<file path="config.mk">
export PLATFORM = sky130hd
export DESIGN_NAME = two_operand_alu_with_flags
export DESIGN_NICKNAME = d
export VERILOG_FILES = /design/src/design/toaluf_pkg.sv /design/src/design/two_operand_alu_with_flags.sv /design/src/design/toaluf_exec.sv
export SDC_FILE = /design/constraint.sdc
export NUM_CORES = 1
export LEC_CHECK = 0
export BUFFER_PORTS_ARGS = -buffer_cell sky130_fd_sc_hd__buf_2
export CORE_MARGIN = 5
export CORE_UTILIZATION = 35
export DETAILED_ROUTE_END_ITERATION = 10
export PLACE_DENSITY = 0.61
export SETUP_SLACK_MARGIN = 0.4
export SYNTH_ARGS = -nofsm -noshare
export SYNTH_HDL_FRONTEND = slang
export SYNTH_SLANG_ARGS = --single-unit
</file>
<file path="constraint.sdc">
create_clock -name clk -period 8.87 [get_ports clk]
set_input_delay 0.887 -clock clk [delete_from_list [all_inputs] [get_ports clk]]
set_output_delay 0.887 -clock clk [all_outputs]
set_load 0.005 [all_outputs]
</file>
<file path="src/design/toaluf_pkg.sv">
// Shared types and constants for the two-operand ALU with status flags.
package toaluf_pkg;

  localparam int unsigned WORD_W  = 16;
  localparam int unsigned IN_W    = 40;
  localparam int unsigned OUT_W   = 24;

  localparam logic [15:0] LOW_BYTE_MASK = 16'h00FF;
  localparam logic [15:0] HIGH_BYTE_MASK = 16'hFF00;

  // Flag tables, indexed by {src sign, dest sign, result sign}.
  localparam logic [7:0] CARRY_TAB = 8'hD4;
  localparam logic [7:0] OVF_TAB   = 8'h42;

  typedef enum logic [2:0] {
    OP_ADD = 3'd0,
    OP_CMP = 3'd1,
    OP_XOR = 3'd2,
    OP_AND = 3'd3,
    OP_OR  = 3'd4,
    OP_BIT = 3'd5,
    OP_BIS = 3'd6,
    OP_BIC = 3'd7
  } op_t;

  typedef struct packed {
    logic ovf;
    logic neg;
    logic zero;
    logic carry;
  } flags_t;

  typedef struct packed {
    logic        byte_mode;
    logic        carry_in;
    logic [15:0] source_value;
    logic [15:0] dest_value;
    op_t         cmd;
  } item_t;

endpackage

</file>
<file path="src/design/two_operand_alu_with_flags.sv">
// Top level: registered 16-bit ALU with a kept carry/zero/negative/overflow word.
// Stages: input register, then result register; a stalled result stream holds
//   the item in the input register. Throughput: one item per cycle unless
//   m_tready stalls; the flag register is read and written by the same execute
//   step, so back-to-back items see each other's flags in order.
// Reset (rst, synchronous, active high) empties both stages and clears all flags.
module two_operand_alu_with_flags (
  input  logic        clk,
  input  logic        rst,
  // Input stream
  input  logic        s_tvalid,
  output logic        s_tready,
  // [2:0] cmd, [18:3] dest_value, [34:19] source_value, [35] carry_in,
  // [36] byte_mode, [39:37] zero
  input  logic [39:0] s_tdata,
  // Result stream
  output logic        m_tvalid,
  input  logic        m_tready,
  // [15:0] result_value, [16] carry_flag, [17] zero_flag, [18] negative_flag,
  // [19] overflow_flag, [23:20] zero
  output logic [23:0] m_tdata
);

  // Input register stage
  logic               in_valid;
  toaluf_pkg::item_t  in_item;

  // Kept status word
  toaluf_pkg::flags_t flags;
  toaluf_pkg::flags_t flags_next;

  // Result register stage
  logic [15:0]        out_result;
  toaluf_pkg::flags_t out_flags;

  logic [15:0]        exec_result;
  logic               out_free;
  logic               exec_go;

  // Result register can load when empty or draining this cycle
  assign out_free = !m_tvalid || m_tready;
  assign exec_go  = in_valid && out_free;
  assign s_tready = !in_valid || exec_go;

  always_ff @(posedge clk) begin
    if (rst) begin
      in_valid <= 1'b0;
    end else if (s_tready) begin
      in_valid <= s_tvalid;
    end
  end

  // Payload only loads on a transfer; no reset needed
  always_ff @(posedge clk) begin
    if (s_tvalid && s_tready) begin
      in_item.cmd          <= toaluf_pkg::op_t'(s_tdata[2:0]);
      in_item.dest_value   <= s_tdata[18:3];
      in_item.source_value <= s_tdata[34:19];
      in_item.carry_in     <= s_tdata[35];
      in_item.byte_mode    <= s_tdata[36];
    end
  end

  toaluf_exec u_exec (
    .item         (in_item),
    .flags        (flags),
    .result_value (exec_result),
    .flags_next   (flags_next)
  );

  // Flags update in place as each item leaves the input stage
  always_ff @(posedge clk) begin
    if (rst) begin
      flags <= '0;
    end else if (exec_go) begin
      flags <= flags_next;
    end
  end

  always_ff @(posedge clk) begin
    if (rst) begin
      m_tvalid <= 1'b0;
    end else if (out_free) begin
      m_tvalid <= in_valid;
    end
  end

  always_ff @(posedge clk) begin
    if (exec_go) begin
      out_result <= exec_result;
      out_flags  <= flags_next;
    end
  end

  assign m_tdata = {4'd0, out_flags.ovf, out_flags.neg, out_flags.zero,
                    out_flags.carry, out_result};

  // Reset leaves the status word clear
  a_flags_reset: assert property (@(posedge clk) rst |=> (flags == '0))
    else $error("status flags not cleared by reset");

  // Status word only moves when an item executes
  a_flags_hold: assert property (@(posedge clk) disable iff (rst)
    !exec_go |=> $stable(flags))
    else $error("status flags changed without an executing item");

  // Delivered flags match the kept status word
  a_out_flags: assert property (@(posedge clk) disable iff (rst)
    exec_go |=> (out_flags == flags))
    else $error("result flags differ from status register");

  // Empty input stage always takes a transfer
  a_in_ready: assert property (@(posedge clk) disable iff (rst)
    !in_valid |-> s_tready)
    else $error("input stalled while input stage empty");

endmodule

</file>
<file path="src/design/toaluf_exec.sv">
// Combinational execute logic: result word and next status flags for one item.
module toaluf_exec (
  input  toaluf_pkg::item_t  item,
  input  toaluf_pkg::flags_t flags,
  output logic [15:0]        result_value,
  output toaluf_pkg::flags_t flags_next
);

  logic [16:0] word_sum;
  logic [8:0]  byte_sum;
  logic [15:0] nsrc;
  logic [15:0] word_diff;
  logic [7:0]  byte_diff;
  logic [15:0] logic_res;
  logic [15:0] arith_res;   // value the sign/zero flags look at
  logic [15:0] sign_src;    // source seen by the carry/overflow tables
  logic [15:0] bit_mask;
  logic [15:0] test_and;
  logic        in_range;
  logic        s_sign;
  logic        d_sign;
  logic        r_sign;
  logic [2:0]  tab_idx;
  logic        z_arith;
  logic        byte_op;

  assign byte_op   = item.byte_mode;
  assign nsrc      = ~item.source_value;
  assign word_sum  = {1'b0, item.dest_value} + {1'b0, item.source_value}
                     + {16'd0, item.carry_in};
  assign byte_sum  = {1'b0, item.dest_value[7:0]} + {1'b0, item.source_value[7:0]}
                     + {8'd0, item.carry_in};
  assign word_diff = item.dest_value + nsrc + 16'd1;
  assign byte_diff = item.dest_value[7:0] + nsrc[7:0] + 8'd1;
  assign test_and  = item.dest_value & item.source_value;
  assign in_range  = (item.source_value[15:4] == 12'd0);
  assign bit_mask  = in_range ? (16'd1 << item.source_value[3:0]) : 16'd0;

  // Operation result before the byte-mode merge
  always_comb begin
    unique case (item.cmd)
      toaluf_pkg::OP_XOR: logic_res = item.dest_value ^ item.source_value;
      toaluf_pkg::OP_AND: logic_res = item.dest_value & item.source_value;
      toaluf_pkg::OP_OR:  logic_res = item.dest_value | item.source_value;
      toaluf_pkg::OP_ADD: logic_res = byte_op ? {8'd0, byte_sum[7:0]} : word_sum[15:0];
      toaluf_pkg::OP_CMP: logic_res = byte_op ? {8'd0, byte_diff} : word_diff;
      default:            logic_res = item.dest_value;
    endcase
  end

  // Byte mode keeps the high byte of dest
  assign arith_res = byte_op
                     ? ((item.dest_value & toaluf_pkg::HIGH_BYTE_MASK)
                        | (logic_res & toaluf_pkg::LOW_BYTE_MASK))
                     : logic_res;
  assign sign_src  = (item.cmd == toaluf_pkg::OP_CMP) ? nsrc : item.source_value;

  assign s_sign  = byte_op ? sign_src[7] : sign_src[15];
  assign d_sign  = byte_op ? item.dest_value[7] : item.dest_value[15];
  assign r_sign  = byte_op ? arith_res[7] : arith_res[15];
  assign tab_idx = {s_sign, d_sign, r_sign};
  assign z_arith = byte_op ? (arith_res[7:0] == 8'd0) : (arith_res == 16'd0);

  always_comb begin
    flags_next   = flags;
    result_value = item.dest_value;
    unique case (item.cmd)
      toaluf_pkg::OP_ADD, toaluf_pkg::OP_XOR, toaluf_pkg::OP_AND,
      toaluf_pkg::OP_OR, toaluf_pkg::OP_CMP: begin
        if (item.cmd != toaluf_pkg::OP_CMP) begin
          result_value = arith_res;
        end
        flags_next.carry = toaluf_pkg::CARRY_TAB[tab_idx];
        flags_next.ovf   = toaluf_pkg::OVF_TAB[tab_idx];
        flags_next.neg   = r_sign;
        flags_next.zero  = z_arith;
      end
      toaluf_pkg::OP_BIT: begin
        if (test_and != 16'd0) begin
          flags_next.zero = 1'b0;
          flags_next.neg  = byte_op ? test_and[7] : test_and[15];
        end else begin
          flags_next.zero = 1'b1;
        end
      end
      toaluf_pkg::OP_BIS: begin
        result_value    = item.dest_value | bit_mask;
        flags_next.zero = 1'b0;
      end
      toaluf_pkg::OP_BIC: begin
        result_value    = item.dest_value & ~bit_mask;
        flags_next.zero = ((item.dest_value & ~bit_mask) == 16'd0);
      end
      default: begin
        result_value = item.dest_value;
      end
    endcase
  end

endmodule
</file>
==> results of run 1 <==
per-layer routing:
layer  up-vias  share of wire  global-route usage
li1       2650              -                   -
met1      2570           0.47               0.275
met2       271           0.42               0.269
met3        30          0.091              0.0295
met4         0          0.022              0.0699
met5         -              0                   0
power breakdown:
group	switching (mW)	total (mW)	internal (mW)
Combinational	0.158	0.255	0.0970
Sequential	0.0232	0.365	0.342
Clock	0.131	0.343	0.213
synthesized netlist by cell type (9+ instances only):
| cell | instances |
|---|---|
| nor2b_1 | 11 |
| o211ai_1 | 16 |
| a211oi_1 | 11 |
| inv_1 | 52 |
| nand2_1 | 40 |
| nor2_1 | 47 |
| ha_1 | 53 |
| edfxtp_1 | 57 |
| nand3_1 | 12 |
| a211o_1 | 10 |
| o22ai_1 | 9 |
| a31oi_1 | 10 |
| nor3_1 | 23 |
| nor4_1 | 11 |
| a21oi_1 | 43 |
| mux2i_1 | 25 |
| o21ai_0 | 48 |
| clkbuf_1 | 25 |
metrics by stage:
stage	cells	area, um^2	hold WS (ps)	worst slack, ps
2_1_floorplan	684	6000	458	5680
3_3_place_gp	925	6390	491	4660
3_5_place_dp	925	6390	498	4740
4_1_cts	941	6680	507	4660
5_1_grt	941	6680	536	4420
6_report	941	6680	504	4540
final timing paths:
check	endpoint	slack [ps]
worst max-delay path	m_tdata[17]	4540
worst max register to register	m_tdata[17]	4540
worst min register to register	m_tvalid	500
worst min-delay path	m_tvalid	500
state kept, by name (all words and copies together) (netlist names):
signal      count
flags           3
in_valid        1
out_result     16
m_tvalid        1
m_tdata         4
in_item        37
critical path: cells and delay by family (launching register included):
family          cells  cell delay (ps)
fa+ha+maj           1              410
compound gates      7             2410
buf+inv             1              340
flops               1              820
simple gates        2              210
logic make-up after synthesis:
group                    after synthesis  share of synthesized area
AO/OA/AOI/OAI                        240                      0.284
XOR/XNOR                              10                     0.0146
adder cells (fa/ha/maj)               56                      0.121
buffers and inverters                 99                     0.0727
flip-flops                            62                      0.303
multiplexers                          31                     0.0531
other                                  1                   0.000626
AND/OR/NAND/NOR                      182                      0.152
area by class of cell:
type | count | area (um^2) | area share
Clock buffer | 13 | 272 | 0.0407
Clock inverter | 3 | 17.5 | 0.00262
Inverter | 54 | 203 | 0.0304
Multi-Input combinational cell | 523 | 3760 | 0.563
Sequential cell | 62 | 1810 | 0.271
Tap cell | 220 | 275 | 0.0412
Timing Repair Buffer | 66 | 340 | 0.0510
==> flow_summary.json, run 1 <==
{
  "status": "complete, no violations",
  "drt_iter0_markers": 769,
  "io_pins": 70,
  "coreArea_mm2": 0.0167,
  "worstPathCellList": "inv_1, ha_1, a211oi_1, o21ai_0, a21oi_1, nor2_1, a211o_1, a2111oi_0, o211a_1, nand4bb_1, o21ai_2",
  "cts.repair.resized": 0,
  "tightest_slew_ps": 1080,
  "grt_pass1_wl_mm": 28.7,
  "cts_root_buf": "clkbuf_16",
  "rr_startpoint": "in_item[20]",
  "slew_headroom": 0.272,
  "holdPathStages": 2,
  "setup_violations": 0,
  "wl_per_cell_um": 19.7,
  "cp-start-kind": "register",
  "finClkSkew_ps": 9.66,
  "synth-seq-cells": 62,
  "die_w_um": 141,
  "portBuffers": 62,
  "synthCells": 681,
  "die_y_um": 141,
  "clkTransAtPathRegs_ps": 60,
  "grt-ovfl-total": 0,
  "end_kind": "register",
  "cts_tree": "built",
  "synth_ff_type": "edfxtp_1",
  "avgSynthCellArea_um2": 8.79,
  "area_growth_pct": 11.5,
  "routed_wl_mm": 18.5,
  "final_common_cell": "buf_2",
  "ys_warn_count": 0,
  "synth.top_cell.area_share": 0.286,
  "ant_nets": 0,
  "avgViaCountPerCell": 5.87,
  "drive_above_1_share": 0.150,
  "maxSlewViolCount": 0,
  "grt.total_usage": 0.185,
  "cap_violations": 0,
  "cts_setup_buffers": 0,
  "grt_pass1_vias": 4969,
  "finalHoldViolCount": 0,
  "rows": 47,
  "layout_common_cells": "62 x buf_2, 57 x edfxtp_1, 53 x ha_1",
  "power.leakage_nw": 2.65,
  "max-vdd-ir-drop_uv": 88.0,
  "holdBufCountCts": 0,
  "finalPower_mw": 0.964,
  "place.detailed.hpwl_mm": 13.7,
  "synth_edf_count": 57,
  "power_per_cell_area_mw_per_mm2": 144,
  "clock_sinks": 62,
  "period_share": 0.488,
  "crit_path_start": "in_item[20]",
  "drc": 0,
  "firstDrtPassIters": 5,
  "r2r_cells": 11,
  "rsz0062_at_grt": "false",
  "hp-class": "reg2reg",
  "netlist_area_mm2": 0.00599,
  "clock_path_buffers": 2,
  "yosysUniqueCellTypes": 87,
  "synth_top_area_cell": "edfxtp_1",
  "die_area_mm2": 0.0198,
  "async_flop_share": 0,
  "slowest_delay_ps": 820,
  "num_vias": 5521,
  "grt_max_degree": 57,
  "yosysSeqAreaShare": 0.303,
  "fin_util": 0.400,
  "holdCritStartpoint": "in_valid",
  "nFillCells": 1739,
  "fin_nets": 816,
  "start_util": 0.359,
  "cp.arrival_ps": 4530,
  "critical_path_required_ps": 9080,
  "period_needed_ps": 4330,
  "finalSetupTns_ps": 0,
  "critPathSlowestCell": "edfxtp_1",
  "cts_buffers": 9,
  "synth.area.top_cells": "edfxtp_1 29%, ha_1 11%, mux2i_1 4.2%",
  "antenna_found_initial": 0,
  "worstPathMaxFanout": 21,
  "insertion_delay_ps": 350,
  "max_freq_ghz": 0.231,
  "antenna_cells": 0,
  "critPathKind": "reg2reg",
  "gp_routability_congestion": 0.952,
  "htreeDepth": 3
}
(Power assumes the default switching activity.)
==> run 2: changes to the inputs <==
--- a/config.mk
+++ b/config.mk
@@ -9,7 +9,7 @@
 export CORE_MARGIN = 5
 export CORE_UTILIZATION = 35
 export DETAILED_ROUTE_END_ITERATION = 10
-export PLACE_DENSITY = 0.61
+export PLACE_DENSITY = 0.63
 export SETUP_SLACK_MARGIN = 0.4
 export SYNTH_ARGS = -nofsm -noshare
 export SYNTH_HDL_FRONTEND = slang
==> constraint.sdc (replaced) <==
create_clock -name clk -period 3.81 [get_ports clk]
set_input_delay 0.381 -clock clk [delete_from_list [all_inputs] [get_ports clk]]
set_output_delay 0.381 -clock clk [all_outputs]
set_load 0.005 [all_outputs]
==> run 2 against run 1 <==
Core utilization increased by 3.1 points. Sequential cell count unchanged. Critical path depth increased by 1. Critical endpoint unchanged. Design area increased by 7.8%. Register-to-register slack got worse by 4000 ps. Highest routed layer unchanged. First-iteration DRC count decreased by 23%. Via count increased by 3.1%. Clock skew decreased by 3.0 ps. Setup slack got worse by 4000 ps. Combinational power increased to 2.7 times the previous value. Largest cell class unchanged. Clock power increased to 2.8 times the previous value.
==> flow_summary.json, run 2 (synthesis gave the netlist of run 1 again) <==
{
  "setup_violations": 0,
  "antenna_cells": 0,
  "regMostFlops": "in_item",
  "fin_ws_ps": 506,
  "antenna_found_initial": 0,
  "io_pins": 70,
  "cp.arrival_ps": 3490,
  "slowest_delay_ps": 480,
  "cts_buffers": 9,
  "critPathKind": "reg2reg",
  "drc": 0,
  "die_w_um": 141,
  "maxSlewViolCount": 0,
  "final_common_cell": "buf_2",
  "power.leakage_nw": 2.92,
  "grt-ovfl-total": 0,
  "insertion_delay_ps": 350,
  "grt_pass1_vias": 5334,
  "fin_nets": 863,
  "tightest_slew_ps": 880,
  "largest_reg_flops": 37,
  "clock_sinks": 62,
  "cap_violations": 0,
  "max_freq_ghz": 0.303,
  "finClkSkew_ps": 6.70,
  "cts_root_buf": "clkbuf_16",
  "timing.rr.end": "m_tdata[17]",
  "grt_pass1_wl_mm": 29.6,
  "end_kind": "register",
  "critPathSlowestCell": "edfxtp_1",
  "ant_nets": 0,
  "reg2reg_slack_ps": 510,
  "drt_iter0_markers": 590,
  "endpoint": "m_tdata[17]",
  "coreArea_mm2": 0.0167,
  "hp-class": "in2reg",
  "portBuffers": 62,
  "avgViaCountPerCell": 5.76,
  "period_share": 0.867,
  "cts_tree": "built",
  "grt.total_usage": 0.190,
  "firstDrtPassIters": 9,
  "dp_slack_ps": 252,
  "clock_path_buffers": 2,
  "cp-start-kind": "register",
  "place.detailed.hpwl_mm": 14.5,
  "critical_path_required_ps": 4000,
  "status": "complete, no violations",
  "htreeDepth": 3,
  "rows": 47,
  "rsz0062_at_grt": "true",
  "finalSetupTns_ps": 0,
  "area_growth_pct": 20.2,
  "gp_routability_congestion": 0.988,
  "drive_above_1_share": 0.229,
  "worstPathMaxFanout": 5,
  "finalPower_mw": 2.48,
  "crit_path_start": "in_item[3]",
  "clkTransAtPathRegs_ps": 50,
  "die_y_um": 141,
  "grt_max_degree": 38,
  "num_vias": 5691,
  "r2r_cells": 12,
  "period_needed_ps": 3300,
  "power_per_cell_area_mw_per_mm2": 345,
  "wl_per_cell_um": 19.2,
  "fin_util": 0.431,
  "finalHoldViolCount": 0,
  "layout_common_cells": "62 x buf_2, 57 x edfxtp_1, 50 x ha_1, 50 x buf_4, 48 x inv_1",
  "slew_headroom": 0.413,
  "holdCritStartpoint": "s_tdata[33]",
  "max-vdd-ir-drop_uv": 202,
  "start_util": 0.359,
  "worstPathCellList": "fa_2, buf_4, a211oi_1, o21ai_0, a21oi_2, nor2_1, a211o_1, a2111oi_2, buf_4, o211a_1, nand4bb_1, o21ai_2",
  "rr_startpoint": "in_item[3]",
  "routed_wl_mm": 19.0,
  "die_area_mm2": 0.0198,
  "holdBufCountCts": 0,
  "worst_path_most_repeated_cell": "buf_4"
}
run 2: repair_timing:
action,CTS,global route
hold endpoints to repair,0,0
setup buffers,4,8
endpoints found under the setup margin,3,11
pin swaps,2,11
resized for setup,3,24
run 2: where the power goes:
part / leakage [nW] / internal [mW] / total, mW / switching [mW]
clock network: 0.170 / 0.674 / 0.967 / 0.293
logic: 2.16 / 0.273 / 0.681 / 0.408
registers: 0.590 / 0.797 / 0.833 / 0.0368
run 2: worst min path at each step:
stage          cells after the start          end
2_1_floorplan                      1     in_valid
3_3_place_gp                       2     flags[3]
3_5_place_dp                       2     m_tvalid
4_1_cts                            1  in_item[33]
5_1_grt                            1  in_item[32]
6_report                           1  in_item[33]
run 2: cell type report:
type	count	area (um^2)
inverter	54	203
clock inverter	3	90.1
multi-input combinational	523	3850
timing repair buffer	113	706
tap	220	275
clock buffer	13	260
fill	1706	9500
sequential	62	1810
run 2: worst max-delay path: cells and delay by family (launching register included):
kind | cells | cell delay [ps]
AND/OR/NAND/NOR | 2 | 180
buffers and inverters | 2 | 330
AO/OA/AOI/OAI | 7 | 1770
flip-flops | 1 | 480
adder cells (fa/ha/maj) | 1 | 390
run 2: metrics by stage:
| stage | hold WS [ps] | area (um^2) | std cells |
|---|---|---|---|
| 2_1_floorplan | 453 | 6000 | 684 |
| 3_3_place_gp | 476 | 6660 | 960 |
| 3_5_place_dp | 500 | 6660 | 960 |
| 4_1_cts | 191 | 7050 | 980 |
| 5_1_grt | 197 | 7200 | 988 |
| 6_report | 205 | 7200 | 988 |
run 2: per-layer routing:
metal / track usage / up-vias / wire length, um
li1: - / 2740 / -
met1: 0.266 / 2641 / 8630
met2: 0.289 / 276 / 8080
met3: 0.0352 / 34 / 1790
met4: 0.0780 / 0 / 451
met5: 0 / - / 0
